==> src/spts_pkg.sv <==
// Shared types for the sorted pair target sum block.
package spts_pkg;

  localparam int unsigned VAL_W = 32;
  localparam int unsigned SUM_W = 33;
  localparam int unsigned POS_W = 8;

  typedef struct packed {
    logic ins;
    logic shl;
    logic clr;
  } cell_cmd_t;

  typedef enum logic [1:0] {
    ST_LOAD   = 2'b01,
    ST_SEARCH = 2'b10
  } state_t;

endpackage

==> src/spts_cell.sv <==
// One sorting cell: holds one value and trades it with its neighbors.
module spts_cell #(
  parameter bit DESC = 1'b0
) (
  input  logic                              clk,
  input  logic                              rst_n,
  input  spts_pkg::cell_cmd_t               cmd,
  input  logic signed [spts_pkg::VAL_W-1:0] ins_val,
  input  logic                              left_gt,
  input  logic signed [spts_pkg::VAL_W-1:0] left_val,
  input  logic                              left_valid,
  input  logic signed [spts_pkg::VAL_W-1:0] right_val,
  input  logic                              right_valid,
  output logic                              gt,
  output logic signed [spts_pkg::VAL_W-1:0] val,
  output logic                              valid
);

  logic signed [spts_pkg::VAL_W-1:0] val_r, val_nxt;
  logic                              valid_r, valid_nxt;

  // Empty cells rank after every value
  assign gt    = !valid_r || (DESC ? (val_r < ins_val) : (val_r > ins_val));
  assign val   = val_r;
  assign valid = valid_r;

  always_comb begin
    val_nxt   = val_r;
    valid_nxt = valid_r;
    if (cmd.clr) begin
      valid_nxt = 1'b0;
    end else if (cmd.shl) begin
      val_nxt   = right_val;
      valid_nxt = right_valid;
    end else if (cmd.ins && gt) begin
      if (left_gt) begin
        val_nxt   = left_val;
        valid_nxt = left_valid;
      end else begin
        val_nxt   = ins_val;
        valid_nxt = 1'b1;
      end
    end
  end

  always_ff @(posedge clk) begin
    val_r <= val_nxt;
    if (!rst_n) begin
      valid_r <= 1'b0;
    end else begin
      valid_r <= valid_nxt;
    end
  end

endmodule

==> config.mk <==
export PLATFORM = sky130hd
export DESIGN_NAME = spts_cell
export DESIGN_NICKNAME = d
export VERILOG_FILES = /design/src/spts_pkg.sv /design/src/spts_cell.sv
export SDC_FILE = /design/constraint.sdc
export NUM_CORES = 1
export LEC_CHECK = 0
export BUFFER_PORTS_ARGS = -buffer_cell sky130_fd_sc_hd__clkbuf_2
export CORE_UTILIZATION = 49
export CTS_CLUSTER_DIAMETER = 200
export DETAILED_ROUTE_END_ITERATION = 10
export PLACE_DENSITY = 0.95
export SYNTH_ARGS = -nofsm -noshare
export SYNTH_HDL_FRONTEND = slang
export SYNTH_SLANG_ARGS = --single-unit
==> constraint.sdc <==
create_clock -name clk -period 6.85 [get_ports clk]
set_input_delay 1.0275 -clock clk [delete_from_list [all_inputs] [get_ports clk]]
set_output_delay 1.0275 -clock clk [all_outputs]
set_load 0.02 [all_outputs]
# [Word level (Yosys, flattened, before mapping)]
# Index checks and enable logic that the tools add are counted.
[totals] ff_bits=33 input_bits=104 elab_cells=17
[classes] magnitude_cmp=1 mux=6 n_bitwise=2 n_reduce_logical=6
[ops] op="32-bit 2-to-1 mux" count=3
[ops] op="32-bit > comparator" count=1
[ops] op="1-bit 2-to-1 mux" count=3
[ops] op="1-bit inverter" count=2
[ops] op="2-bit AND reduction" count=1
[ops] op="2-bit nonzero test" count=1
[ops] op="2-bit OR reduction" count=1
[ops] op="1-bit logical AND" count=1
[ops] op="1-bit logical NOT" count=1
[ops] op="1-bit logical OR" count=1

# [Depth between registers and ports, before layout]
[depth] ltp_word=5 depth_mapped=8 ltp_nobuf=8

# [Least setup slack after synthesis]
# OpenSTA, ideal clock, no wires.
[synth_path] path_type="in2reg" from="in ins_val[22] in the netlist's numbering" to="reg val_r, in the netlist val[0], enable pin" setup_ns=0.433 arrival_time_ns=3.821 setup_slack_ns=2.596 path_stages=8 path_buffers=0 path_cell_list="inv_1 ha_1 nand4_1 nor4_4 nand3_2 o22ai_1 or3b_2 o22ai_1"
[synth_between] elab_chain_cells=5
[synth_lines] item="from (decl)" line="spts_cell.sv:8" rtl="input logic signed [spts_pkg::VAL_W-1:0] ins_val,"
[synth_lines] item="32-bit > comparator" line="spts_cell.sv:23" rtl="assign gt = !valid_r || (DESC ? (val_r < ins_val) : (val_r > ins_val));"
[synth_lines] item="1-bit logical OR" line="spts_cell.sv:23"
[synth_lines] item="1-bit logical AND" line="spts_cell.sv:35" rtl="end else if (cmd.ins && gt) begin"
[synth_lines] item="2-bit nonzero test (no line)"
[synth_lines] item="2-bit AND reduction (no line)"
[synth_lines] item="to (signal assigned)" line="spts_cell.sv:47" rtl="val_r <= val_nxt;"
[synth_lines] item="to (decl)" line="spts_cell.sv:19" rtl="logic signed [spts_pkg::VAL_W-1:0] val_r, val_nxt;"
# Every way passes these cells.
# A chain may end at the register's enable or synchronous reset.

# [Worst setup path after layout]
[layout_path] from="in ins_val[25] in the netlist's numbering" to="out gt"
[layout_between] elab_chain_cells=2
[layout_lines] item="32-bit > comparator" line="spts_cell.sv:23"
[layout_lines] item="1-bit logical OR" line="spts_cell.sv:23"
[layout_lines] item="to (decl)" line="spts_cell.sv:14" rtl="output logic gt,"
# Every way passes these cells.

==> results_dict.tcl <==
set metrics [dict create \
    outcome "complete, no violations" \
    switching_share_pct 32.6 \
    fmax_mhz 256 \
    diodes 0 \
    die_width_microns 74.0 \
    drv_slew 0 \
    rsz0062_at_grt "false" \
    worst_pin_slew_ns 1.13 \
    pin_count 138 \
    drive_above_1_share_pct 37.5 \
    antenna_found_initial 0 \
    seq_power_share_pct 44.0 \
    hold_viol 0 \
    busiest_layer "met2" \
    via_per_inst 5.24 \
    cts_resized 0 \
    avgSynthCellArea_sq_um 9.55 \
    core_area_sq_um 4850 \
    power.switching_mw 0.193 \
    via_count 2448 \
    yosysUniqueCellTypes 31 \
    ys_ff_latch 33 \
    ctsLongestPathBuffers 2 \
    synthMuxAreaShare_pct 12.6 \
    area_delta_synth_final_pct 32.2 \
    die_h_microns 74.0 \
    cts_setup_buffers 0 \
    synth-compound-area-share_pct 13.6 \
    grt_pass1_vias 2436 \
    grt_max_degree 69 \
    finalCriticalPeriod_ns 3.90 \
    hold_path.class "reg -> reg" \
    yosys.area_share.simple_pct 12.3 \
    p_leak_nw 1.80 \
    synth-adder-area-share_pct 15.8 \
    place.detailed.instances 459 \
    crit_required_ns 5.82 \
    p_total_mw 0.593 \
    endpoint_kind "primary output" \
    drc 0 \
    max-cap-violations 0 \
    fin_crit_sh_pct 57.0 \
    die-area_sq_um 5480 \
    wl_per_cell_microns 14.2 \
    ant_nets 0 \
    clock_latency_ns 0.29 \
    cts-htree-levels 2 \
    netlist_area_sq_um 2540 \
    cellPowerDensity_nw_per_um2 177 \
    met1_usage_pct 27.1 \
    fin_nets 535 \
    ir_drop_v 0.000155 \
    synth_top_cell_area_share_pct 37.8 \
    yosysSeqAreaShare_pct 38.6 \
    rows 25 \
    start_util_pct 52.4 \
    clockRootBuffer "clkbuf_8" \
    synth-xor-area-share_pct 0 \
    numClockSinks 33 \
    gr-usage-met3_pct 3.93 \
    clk_pin_slew_worst_paths_ns 0.07 \
    synthTopCellsByArea "edfxtp_1 38%, ha_1 16%, mux2i_1 13%" \
    yosysTopAreaCell "edfxtp_1" \
    finalSetupViolCount 0 \
    hold_ws_ns 0.814 \
    yosysWarnings 0 \
    fin_skew_ns 0.00628 \
    criticalPathCategory "in -> out" \
    gp_congestion 0.806 \
    syn_inst 266 \
    dp_hpwl_mm 5.24 \
    gr-usage-all-layers_pct 24.6 \
    numCtsBuffers 5 \
    arrival_ns 2.88 \
    p_int_mw 0.400 \
    start_kind "input pin" \
    worstPathMaxFanout 3 \
    initialDrtViolationCount 101 \
    grt_overflow 0 \
    synth_top_family_by_area "adder cells" \
    pwr-share-clk_pct 24.5 \
    setup-tns-final_ns 0 \
    drt-total-wl_mm 6.62 \
    slew_headroom_pct 24.5 \
    synth_nets 402 \
    grt_pass1_wl_mm 10.2 \
    fin_cells 467 \
    power_frac_comb_pct 31.5 \
    drtPass1Iterations 4 \
    cts_tree "done" \
    port-buffer-count 137 \
    cts_hold_buffers 0 \
    grt_use_met2_pct 47.1 \
]
-- metal layers --
metal / share of wire (%) / vias up
met5: 0 / -
met4: 1.9 / 0
met3: 3.8 / 14
met2: 53 / 77
met1: 41 / 1128
li1: - / 1229
-- through the flow --
stage | instance area, sq um | util [%] | setup WS (ns)
5_1_grt | 3360 | 69.3 | 2.82
2_1_floorplan | 2540 | - | 2.60
6_report | 3360 | 69.3 | 2.95
4_1_cts | 3360 | 69.3 | 2.93
3_5_place_dp | 3280 | 67.6 | 2.94
3_3_place_gp | 3280 | 67.6 | 2.98
-- worst max-delay path, cell delays in order --
cell	delay, ns
clkbuf_2	0.09
inv_1	0.04
ha_1	0.30
a21o_1	0.19
a21o_1	0.18
a21oi_1	0.16
o211ai_1	0.12
nor3_1	0.45
o21ai_0	0.14
clkbuf_2	0.18
-- power by group through the flow --
| stage | Sequential, mW | Combinational (mW) | Clock (mW) |
|---|---|---|---|
| finish | 0.261 | 0.187 | 0.145 |
| detailed placement | 0.265 | 0.187 | 0 |
| global placement | 0.264 | 0.178 | 0 |
| global route | 0.263 | 0.209 | 0.153 |
| floorplan | 0.289 | 0.0860 | 0 |
| CTS | 0.261 | 0.188 | 0.146 |
-- Yosys cell counts, drive strengths merged --
master / count
o31ai: 1
inv: 36
dfxtp: 1
mux2i: 32
o31a: 1
nor2b: 1
nand3: 4
nor3: 2
nor4: 1
edfxtp: 32
a2111o: 1
a21boi: 1
o22ai: 2
or3b: 2
or4: 1
clkbuf: 8
buf: 3
ha: 32
nor3b: 1
o211ai: 3
nor2: 4
nand4: 7
o21ai: 34
nand2: 36
nand2b: 1
a21o: 3
a221oi: 1
a21oi: 15
-- cells by family after synthesis --
| kind of cell | count (synthesis) |
|---|---|
| AO/OA/AOI/OAI | 62 |
| multiplexers | 32 |
| buffers and inverters | 47 |
| adder cells (fa/ha/maj) | 32 |
| AND/OR/NAND/NOR | 60 |
| flip-flops | 33 |
-- worst paths after layout --
path | start | end | slack, ns | depth (start not counted)
worst max-delay path | ins_val[25] | gt | 2.95 | 10
worst min-delay path | valid$_SDFFE_PP0P_ | valid$_SDFFE_PP0P_ | 0.81 | 5
worst max register to register | val[26]$_DFFE_PP_ | val[25]$_DFFE_PP_ | 3.91 | 7
worst min register to register | valid$_SDFFE_PP0P_ | valid$_SDFFE_PP0P_ | 0.81 | 5
-- flip-flops by register name (all words and copies together) (netlist names) --
register and flops:
val 32, valid 1
-- layout by cell type (no fill, tap or decap), types with 2 or more instances in the layout --
master,count
edfxtp_1,32
mux2i_1,32
nor2_1,4
or3b_2,2
a21o_1,3
ha_1,32
clkbuf_8,5
nand4_2,2
nand2_1,36
o211ai_1,3
a21oi_1,15
nand4_1,5
inv_1,36
clkbuf_2,137
o21ai_0,34
nand3_1,3
clkbuf_1,3
-- final cells by class --
class / count / area (sq um)
clock buffers: 8 / 80.1
fillers: 368 / 1490
inverters: 36 / 135
multi-input cells: 186 / 1390
flip-flops and latches: 33 / 981
well taps: 67 / 83.8
repair buffers: 137 / 686
Power figures use the tool's default switching activity.
